==> config.mk <==
export PLATFORM = sky130hd
export DESIGN_NAME = phh_ram
export DESIGN_NICKNAME = d
export VERILOG_FILES = /design/src/phh_ram.sv
export SDC_FILE = /design/constraint.sdc
export NUM_CORES = 2
export LEC_CHECK = 0
export BUFFER_PORTS_ARGS = -buffer_cell sky130_fd_sc_hd__buf_2
export CELL_PAD_IN_SITES_DETAIL_PLACEMENT = 1
export CELL_PAD_IN_SITES_GLOBAL_PLACEMENT = 2
export CORE_UTILIZATION = 55
export CTS_BUF_LIST = sky130_fd_sc_hd__clkbuf_16
export CTS_CLUSTER_SIZE = 25
export DETAILED_ROUTE_END_ITERATION = 7
export GPL_ROUTABILITY_DRIVEN = 0
export MAX_ROUTING_LAYER = met4
export PLACE_DENSITY = 0.93
export SETUP_SLACK_MARGIN = 0.3
export SKIP_CTS_REPAIR_TIMING = 1
export SYNTH_ARGS = -nofsm -noshare
export SYNTH_HDL_FRONTEND = slang
export SYNTH_SLANG_ARGS = --single-unit
==> constraint.sdc <==
create_clock -name clock -period 9.6 [get_ports clock]
set_input_delay 0.96 -clock clock [delete_from_list [all_inputs] [get_ports clock]]
set_output_delay 0.96 -clock clock [all_outputs]
set_load 0.01 [all_outputs]
==> src/phh_ram.sv <==
`timescale 1ns / 1ps
`default_nettype none
// ----------------------------------------------------------------------------
// phh_ram
// Generic single write port RAM with one registered read port.
// ----------------------------------------------------------------------------
module phh_ram #(
   parameter int WIDTH = 32,
   parameter int DEPTH = 64
) (
   input  wire logic                     clock,
   input  wire logic                     we,
   input  wire logic [$clog2(DEPTH)-1:0] waddr,
   input  wire logic [WIDTH-1:0]         wdata,
   input  wire logic [$clog2(DEPTH)-1:0] raddr,
   output logic      [WIDTH-1:0]         rdata
);

   logic [WIDTH-1:0] mem_ff [DEPTH];

   always_ff @(posedge clock) begin
      if (we) begin
         mem_ff[waddr] <= wdata;
      end
      rdata <= mem_ff[raddr];
   end

endmodule
`default_nettype wire

==> results.md <==
- WHS: 0.8277 ns
- Mux cell area share after synthesis: 0.1679
- YS warnings: 0
- Total clock sinks: 2080
- GRT Residual Overflow: 0
- Post-synthesis register bit count: about 2.1k
- Final hold violation count: 0
- Die width: around 380 µm
- CTS tree: done
- Hold Path Class: input port to register
- Worst setup path startpoint: raddr[2]
- Most area-consuming cells after synthesis: edfxtp_1 (78%), mux4_2 (16%), mux2i_1 (1.2%)
- Post-synth top area share: 0.7833
- Post-synthesis compound-gate area fraction: 0.01673
- First-iteration detailed-routing DRC count: slightly above 6k
- Clock tree buffer depth: 3
- Sw frac: 0.2185
- Slowest CP cell: nand2b_1
- Setup Crit Path Kind: input port to register
- XOR/XNOR Fraction of Synth Area: 0
- Drt drc: 0
- Max-Cap Viols: 0
- Largest stage delay, worst path: between 0.9 and 1 ns
- Post-route cell area: 0.08795 mm²
- Syn avg cell area: approximately 24 µm²
- Setup violations, final: 0
- Slew headroom: 0.06592
- Adder-cell share of the synthesized area: 0
- Most frequent cells in the layout: edfxtp_1 (2048), mux4_2 (544), clkbuf_16 (204)
- Most common flop cell mapped by yosys: edfxtp_1
- Yosys cell types: 34
- Critical Path Fanout Max: between 100 and 150
- Final Max Slew Viols: 0
- Rows: approximately 140
- Total number of vias: a little under 40k
- Least-Margin Pin Slew: about 1.4 ns
- Clock Skew: 0.03781 ns
- Largest family of logic cells by synthesized area: multiplexers
- RSZ-0062 raised after global routing: false
- Area leader, netlist: edfxtp_1
- Antenna Nets Post-Route: 0
- Async set-reset flop share out of synthesis: 0
- Wirelength per Cell: 40.22 µm
- R2r setup slk: 7.17 ns
- Gate power share: 0.048
- Number of port buffers: between 70 and 80
- Psw: about 0.0041 W
- Vias in the first global route: between 40k and 50k
- Number of synthesized flops with an enable pin: about 2.0k
- Initial antenna violation count: 11
- Core area: approximately 0.14 mm²
- Post-DP HPWL: about 110000 µm
- Initial Util: 0.5545
- Reg power frac: 0.540
- Share of the yosys chip area belonging to registers: 0.7914
- Largest net degree at the start of global routing: 122
- IO Pins: slightly below 80
- CP cell instances: buf_8, buf_12, nand2b_1, o22ai_1, nor2_1, a21oi_1, nor2_1
- WP data arrival: 4.54 ns
- TritonRoute pass-1 iters: 5
- Status: finished clean
- Crit-path most repeated cell: nor2_1
- Clk Latency, worst-skew pair: 0.84 ns
- Via-to-Cell Ratio: about 7
- P_leak: 27.41 nW
- PwrDens: between 200 and 250 mW/mm²
- Critical Path RT: slightly above 10 ns
- Die Y: between 300 and 400 µm
- CP endpoint kind: register
- VDD IR-drop max: about 0.17 mV
- Clock-pin slew on the worst setup and hold paths: around 0.070 ns
- Cell Area, Synth: between 0.07 and 0.08 mm²
- Post-place instance area: around 0.08 mm²
- Total GRT Usage: 0.3232
- Hold path start: wdata[6]
- Final setup TNS: 0 ns
- CTS Root Buffer Type: clkbuf_16
- Area delta synth->final: 12.02%
- Share of layout cells above drive strength 1: 0.2901
- Global-route wire length before repair: between 300000 and 400000 µm
- Clock network power share: 0.412
- CTS Buf Count: roughly 200
- Tot Pwr: 0.01872 W
- Final net count: ~3.6k
- Synth Area in Simple Gates: 0.01265
- Commonest non-fill, non-tap cell in the layout: edfxtp_1
- WL final: approximately 220000 µm
- H-tree Lvls: 4
- Fmax: between 0.2 and 0.3 GHz
- Final period utilization: 0.4028
- Crit path time final: just under 4 ns
- Cells after Synth: 3324
- Worst R2R Start: mem_ff[15][6]
- CP startpoint kind: input port
- Syn_nets: approximately 3.4k
- Total internal power: around 0.015 W
- Die area: ~0.14 mm²
layout make-up:
type / instances / area (µm²)
Tap cell: 1890 / 2365
Clock buffer: 204 / 5105
Antenna cell: 11 / 27.53
Timing Repair Buffer: 167 / 1156
Fill cell: 11210 / 53630
Multi-Input combinational cell: 1062 / 15970
Sequential cell: 2080 / 62140
Clock inverter: 161 / 1187
power by group through the flow:
stage | clock [W] | combinational, W | sequential [W]
floorplan | 0 | 0.000489 | 0.0103
global placement | 0 | 0.000831 | 0.0103
detailed placement | 0 | 0.000874 | 0.0103
CTS | 0.00775 | 0.000897 | 0.0101
global route | 0.00801 | 0.000934 | 0.0101
finish | 0.00771 | 0.000903 | 0.0101
Yosys cell counts, types with 8 or more instances:
cell and n:
nor2b_1 15, nor2_1 137, buf_1 21, edfxtp_1 2048
mux4_2 544, a21oi_1 62, a311oi_1 8, o221ai_1 27
nand2b_1 8, nand2_1 26, clkbuf_1 74, o22ai_1 84
buf_4 25, dfxtp_1 32, buf_2 57, mux2i_1 93
a22oi_1 12
state kept, by name, summed over array words and instances, names as in the netlist:
signal / count
mem_ff: 2048
rdata: 32
layer usage:
layer	share of wire	up-vias	GRT usage
met5	0	-	-
met4	0.043	0	0.1337
met3	0.11	543	0.06563
met2	0.50	3127	0.5069
met1	0.35	20840	0.4182
li1	-	14650	-
final timing paths:
path | endpoint | cells after the start
max | rdata[14] | 7
min | mem_ff[4][6] | 2
max reg2reg | rdata[6] | 4
min reg2reg | rdata[8] | 4
logic make-up after synthesis:
logic type             count (synthesis)
AO/OA/AOI/OAI                        202
buffers and inverters                182
flip-flops                          2080
multiplexers                         637
AND/OR/NAND/NOR                      223
through the flow:
| step | std cells | util | setup WS (ns) |
|---|---|---|---|
| finish | 5575 | 0.6212 | 5.733 |
| global route | 5571 | 0.6211 | 5.679 |
| detailed placement | 5199 | 0.5766 | 5.035 |
| CTS | 5564 | 0.6210 | 5.845 |
| global placement | 5199 | 0.5766 | 5.215 |
| floorplan | 3324 | - | 5.480 |
critical path: cells and delay by family:
kind,cells,cell delay (ns)
AO/OA/AOI/OAI,2,0.96
AND/OR/NAND/NOR,3,1.21
buffers and inverters,2,1.08
Power figures use the tool's default switching activity.
