===== src/phh_pkg.sv =====
`timescale 1ns / 1ps
`default_nettype none
// ----------------------------------------------------------------------------
// phh_pkg
// Shared types and constants of the position histogram and pair heatmap core.
// ----------------------------------------------------------------------------
package phh_pkg;

   localparam int COORD_BITS  = 32;
   localparam int CFG_BITS    = 31;
   localparam int CSR_IDX_BITS = 2;
   localparam int ROW_BITS    = 6;
   localparam int TBL_BITS    = 2;
   localparam int DATA_BITS   = 32;
   localparam int ITER_BITS   = 32;
   localparam int V_BITS      = 34;
   localparam int MUL_A_BITS  = 17;
   localparam int PROD_BITS   = 48;

   localparam logic [CSR_IDX_BITS-1:0] CSR_PAIR_MODE     = 2'd0;
   localparam logic [CSR_IDX_BITS-1:0] CSR_HALF_RANGE    = 2'd1;
   localparam logic [CSR_IDX_BITS-1:0] CSR_INV_BIN_WIDTH = 2'd2;

   localparam logic REQ_ADD  = 1'b0;
   localparam logic REQ_READ = 1'b1;

   localparam logic [TBL_BITS-1:0] TBL_X    = 2'd0;
   localparam logic [TBL_BITS-1:0] TBL_Y    = 2'd1;
   localparam logic [TBL_BITS-1:0] TBL_Z    = 2'd2;
   localparam logic [TBL_BITS-1:0] TBL_HEAT = 2'd3;

   localparam logic [CFG_BITS-1:0] HALF_RANGE_RESET    = 31'd65536;
   localparam logic [CFG_BITS-1:0] INV_BIN_WIDTH_RESET = 31'd2097152;

   typedef struct packed {
      logic done;
      logic valid;
   } bin_status_type;

endpackage
`default_nettype wire


===== src/phh_bin_unit.sv =====
`timescale 1ns / 1ps
`default_nettype none
// ----------------------------------------------------------------------------
// phh_bin_unit
// Bins one coordinate: offset, then two passes through one shared
// 17x31 multiplier, then floor and range check.
// ----------------------------------------------------------------------------
module phh_bin_unit #(
   parameter int BINS = 64
) (
   input  wire logic                                  clock,
   input  wire logic                                  reset,
   input  wire logic                                  start,
   input  wire logic signed [phh_pkg::COORD_BITS-1:0] coord,
   input  wire logic signed [phh_pkg::COORD_BITS-1:0] ctr,
   input  wire logic [phh_pkg::CFG_BITS-1:0]          half_range,
   input  wire logic [phh_pkg::CFG_BITS-1:0]          inv_bin_width,
   output phh_pkg::bin_status_type                    status,
   output logic [$clog2(BINS)-1:0]                    bin
);

   localparam int BW = $clog2(BINS);
   localparam int QW = phh_pkg::PROD_BITS + 1 - 16;

   typedef enum logic [3:0] {
      B_IDLE = 4'b0001,
      B_HI   = 4'b0010,
      B_LO   = 4'b0100,
      B_SUM  = 4'b1000
   } bstate_type;

   bstate_type state_ff, state_in;
   logic signed [phh_pkg::V_BITS-1:0] v_ff, v_in;
   logic [phh_pkg::PROD_BITS-1:0]     hi_ff, hi_in, lo_ff, lo_in;
   logic [phh_pkg::MUL_A_BITS-1:0]    mul_a;
   logic [phh_pkg::PROD_BITS-1:0]     prod;
   logic [phh_pkg::PROD_BITS:0]       sum;
   logic [QW-1:0]                     q;
   phh_pkg::bin_status_type           status_ff, status_in;
   logic [BW-1:0]                     bin_ff, bin_in;

   assign mul_a = (state_ff == B_HI) ? v_ff[32:16] : {1'b0, v_ff[15:0]};
   assign prod  = phh_pkg::PROD_BITS'(mul_a) * phh_pkg::PROD_BITS'(inv_bin_width);
   assign sum   = (phh_pkg::PROD_BITS+1)'(hi_ff) + (phh_pkg::PROD_BITS+1)'(lo_ff[46:16]);
   assign q     = sum[phh_pkg::PROD_BITS:16];

   always_comb begin
      state_in  = state_ff;
      v_in      = v_ff;
      hi_in     = hi_ff;
      lo_in     = lo_ff;
      bin_in    = bin_ff;
      status_in = '0;
      unique case (state_ff)
         B_IDLE: begin
            if (start) begin
               v_in = phh_pkg::V_BITS'(coord) - phh_pkg::V_BITS'(ctr)
                    + $signed({3'b000, half_range});
               state_in = B_HI;
            end
         end
         B_HI: begin
            hi_in    = prod;
            state_in = B_LO;
         end
         B_LO: begin
            lo_in    = prod;
            state_in = B_SUM;
         end
         B_SUM: begin
            status_in.done = 1'b1;
            if (inv_bin_width == '0) begin
               status_in.valid = 1'b1;
               bin_in          = '0;
            end else begin
               status_in.valid = !v_ff[phh_pkg::V_BITS-1] && (q < QW'(BINS));
               bin_in          = q[BW-1:0];
            end
            state_in = B_IDLE;
         end
         default: state_in = B_IDLE;
      endcase
   end

   always_ff @(posedge clock) begin
      if (reset) begin
         state_ff  <= B_IDLE;
         status_ff <= '0;
      end else begin
         state_ff  <= state_in;
         status_ff <= status_in;
      end
      v_ff   <= v_in;
      hi_ff  <= hi_in;
      lo_ff  <= lo_in;
      bin_ff <= bin_in;
   end

   assign status = status_ff;
   assign bin    = bin_ff;

endmodule
`default_nettype wire


===== config.mk =====
export PLATFORM = sky130hd
export DESIGN_NAME = phh_bin_unit
export DESIGN_NICKNAME = d
export VERILOG_FILES = /design/src/phh_pkg.sv /design/src/phh_bin_unit.sv
export SDC_FILE = /design/constraint.sdc
export NUM_CORES = 2
export LEC_CHECK = 0
export BUFFER_PORTS_ARGS = -buffer_cell sky130_fd_sc_hd__buf_4
export CAP_MARGIN = 20
export CORE_AREA = 2 2 199 201
export DETAILED_ROUTE_END_ITERATION = 8
export DIE_AREA = 0 0 201 203
export GPL_TIMING_DRIVEN = 0
export PLACE_DENSITY_LB_ADDON = 0.05
export SYNTH_ARGS = -nofsm -noshare
export SYNTH_HDL_FRONTEND = slang
export SYNTH_SLANG_ARGS = --single-unit

===== constraint.sdc =====
create_clock -name clock -period 20.9 [get_ports clock]
set_input_delay 3.135 -clock clock [delete_from_list [all_inputs] [get_ports clock]]
set_output_delay 3.135 -clock clock [all_outputs]
set_load 0.03 [all_outputs]

==> results.md <==
- CP Capture Type: flip-flop
- Crit-path most repeated cell: fa_1
- Clock transition at path regs: ~0.050 ns
- HP Class: reg2reg
- Critical-path maximum fanout: 10
- Critical path class: in2reg
- Initial antenna violation count: 5
- WL/cell: about 21 µm
- Netlist Area Pre-Place: 24700 µm²
- Top cells by area, synth: fa_1 (38%), edfxtp_1 (14%), ha_1 (9.5%)
- Ys flop type: edfxtp_1
- Setup tns final: 0 ns
- Global-route wire length before repair: 110000 µm
- Pin count of the biggest net entering global routing: 58
- GRT Total Usage: 35.9%
- Top cell family by delay on the critical path: adder cells
- Skew-Pair Late Insertion Delay: 0.42 ns
- Leading area contributor after synthesis: fa_1
- Run status: completed
- Distinct cells, synth: 76
- Detail Placement HPWL: approximately 58000 µm
- Highest clock rate: 84.6 MHz
- DRC violations left: 0
- Port bufs: 126
- Post-CTS Hold Buffers: 0
- Worst path slowest cell: a2111oi_0
- CP Data Required Time: 21.07 ns
- Sink Count: between 100 and 150
- CTS Root Cell: clkbuf_16
- Sequential area share after synthesis: roughly 15%
- TritonCTS clock tree: yes
- Starting Density: between 60% and 70%
- Crit path DAT: ~12 ns
- Post-synth ARST share: 0%
- CTS resizes: 0
- Synth warnings: 0
- Vias: 19400
- Critical Path Start Type: input pin
- Total Wirelength: 70300 µm
- Num rows: 72
- Post-DRT Antenna Nets: 0
- Max-slew headroom: between 20% and 30%
- GPL Wtd Cong: approximately 0.99
- Share of the synthesized area in the top cell type: between 30% and 40%
- RR Endpoint: lo_ff[46]
- First-pass DRT Iterations: 5
- # IOs: ~140
- Die width: between 200 and 250 µm
- Hold Path Stages: 1
- Final Skew: approximately 0.014 ns
- Post-Syn Instances: between 2000 and 3000
- Die height: 203 µm
- Final min period: 11.81 ns
- H-tree depth: 4
- RSZ-0062 raised after global routing: false
- EDFF count, synth: ~120
- Number of global-route vias before repair: 20400
- Vias/cell: between 5 and 6
- Hold Vio Cnt, Final: 0
- Hold EP: state_ff[1]
- CP max stage delay: 1.00 ns
- Syn Area/Cell: approximately 9.2 µm²
- Final nets: between 3000 and 4000
- Worst r2r path cells: 28
- Reg2Reg Setup Slack: about 10 ns
- Die area: 40800 µm²
- Crit path cell chain: buf_1 -> clkbuf_1 -> nand2_1 -> fa_1 -> fa_1 -> inv_1 -> fa_1 -> fa_1 -> fa_1 -> inv_1 -> fa_1 -> inv_1 -> ha_1 -> nand2_1 -> nor2_1 -> nand2_1 -> a2111oi_0 -> o21ai_0 -> a211oi_1 -> o41a_1 -> a41oi_1 -> o31ai_1 -> a311oi_1 -> xnor2_1
- Min-delay src: state_ff[3]
- CTS max path bufs: 2
- Core area: between 30000 and 40000 µm²
- Ratio of final minimum period to clock period: 56.5%
- Maxcap violations: 0
- Total grt overflow: 0
- Post-CTS Setup Bufs: 0
- Worst Path Buf+Inv: 5
- Area growth, synth to finish: 9.21%
- Share of cells above drive strength 1: 7.33%
- Post-Syn Nets: 3456
- RR Startpoint: state_ff[1]
- Initial detailed-routing violation count: 1447
- CTS Buf Count: 17
- Max Transition Viols Final: 0
- Endpoints failing setup: 0
- FF+latch count, synth: approximately 130
- Slew @ Worst Pin: 1.13 ns
-- worst reg2reg max path, delay by kind of cell, from the launching register on --
family	cells	cell delay [ns]
AOI/OAI and AO/OA	7	3.12
xor gates and xnor gates	1	0.42
adders and majority gates	7	3.43
buffers and inverters	7	1.49
DFF	1	0.48
muxes	1	0.46
and+or+nand+nor	5	1.23
-- per-stage QoR --
stage | worst slack [ns] | instance area (µm²) | hold WS (ns) | util (%) | instances
4_1_cts | 9.43 | 27000 | 0.604 | 70.2 | 3355
3_5_place_dp | 9.03 | 26400 | 0.589 | 68.6 | 3323
5_1_grt | 8.83 | 27000 | 0.642 | 70.2 | 3355
2_1_floorplan | 11.30 | 24700 | 0.500 | - | 2675
6_report | 9.09 | 27000 | 0.602 | 70.2 | 3362
3_3_place_gp | 9.17 | 26300 | 0.522 | 68.4 | 3319
-- cell families after synthesis --
| logic type | after synthesis | share of synthesized area [%] |
|---|---|---|
| and+or+nand+nor | 795 | 15.7 |
| buffers and inverters | 721 | 11.1 |
| adders and majority gates | 652 | 47.1 |
| AOI/OAI and AO/OA | 284 | 7.53 |
| DFF | 125 | 14.9 |
| xor gates and xnor gates | 79 | 2.80 |
| muxes | 19 | 0.855 |
-- state kept, by name (all words and copies together), names as in the netlist --
name	cells
hi_ff	48
lo_ff	31
bin	6
status	2
state_ff	4
v_ff	34
-- worst max path at each step --
stage | depth (start not counted) | endpoint | startpoint
global route | 24 | hi_ff[46] | inv_bin_width[13]
detailed placement | 24 | hi_ff[46] | inv_bin_width[13]
CTS | 24 | lo_ff[46] | inv_bin_width[13]
floorplan | 24 | hi_ff[46] | inv_bin_width[13]
global placement | 24 | lo_ff[46] | inv_bin_width[13]
finish | 24 | lo_ff[46] | inv_bin_width[13]
-- layout by cell type (no fill, tap or decap), types with 5 or more instances in the layout --
cell type and n:
edfxtp_1 119, nand2b_1 14, clkbuf_1 92, o21ai_0 45, buf_1 6, ha_1 187
xor2_1 19, nor2_1 63, nor2b_1 11, buf_4 127, clkbuf_16 17, diode_2 7
o21a_1 9, dfxtp_1 6, a21o_1 47, fa_1 465, o21bai_1 7, a211oi_1 15
nor3_1 14, and3_1 35, o211ai_1 13, nand4_1 17, a21oi_1 92, buf_6 5
inv_1 619, a31oi_1 7, nand2_1 379, mux2_2 17, and2_1 193, nand3_1 21
xnor2_1 60, nor4_1 12
-- cell usage after synthesis, types with 19 or more instances --
cell / number
clkbuf_1: 91
inv_1: 619
a21oi_1: 92
xor2_1: 19
nor2_1: 63
nand3_1: 21
and3_1: 35
fa_1: 465
nand2_1: 379
a21o_1: 47
xnor2_1: 60
ha_1: 187
o21ai_0: 45
and2_1: 193
edfxtp_1: 119
-- final cells by class --
type / count / area (µm²)
multi-input cells: 1829 / 18300
fillers: 3107 / 11500
flip-flops and latches: 125 / 3690
inverters: 619 / 2320
repair buffers: 130 / 991
well taps: 518 / 648
clock buffers: 19 / 433
plain buffers: 102 / 420
clock inverters: 13 / 168
diodes: 7 / 17.5
-- metal layers --
metal	global-route usage (%)	vias to the layer above	part of all wire, %
met5	0	-	0.095
met4	20.9	4	6.7
met3	6.90	245	8.8
met2	59.1	980	47
met1	44.7	9629	38
li1	-	8563	-
Power is not shown: default switching activity piles up to over one toggle a cycle in this logic, so the estimate is an artifact.
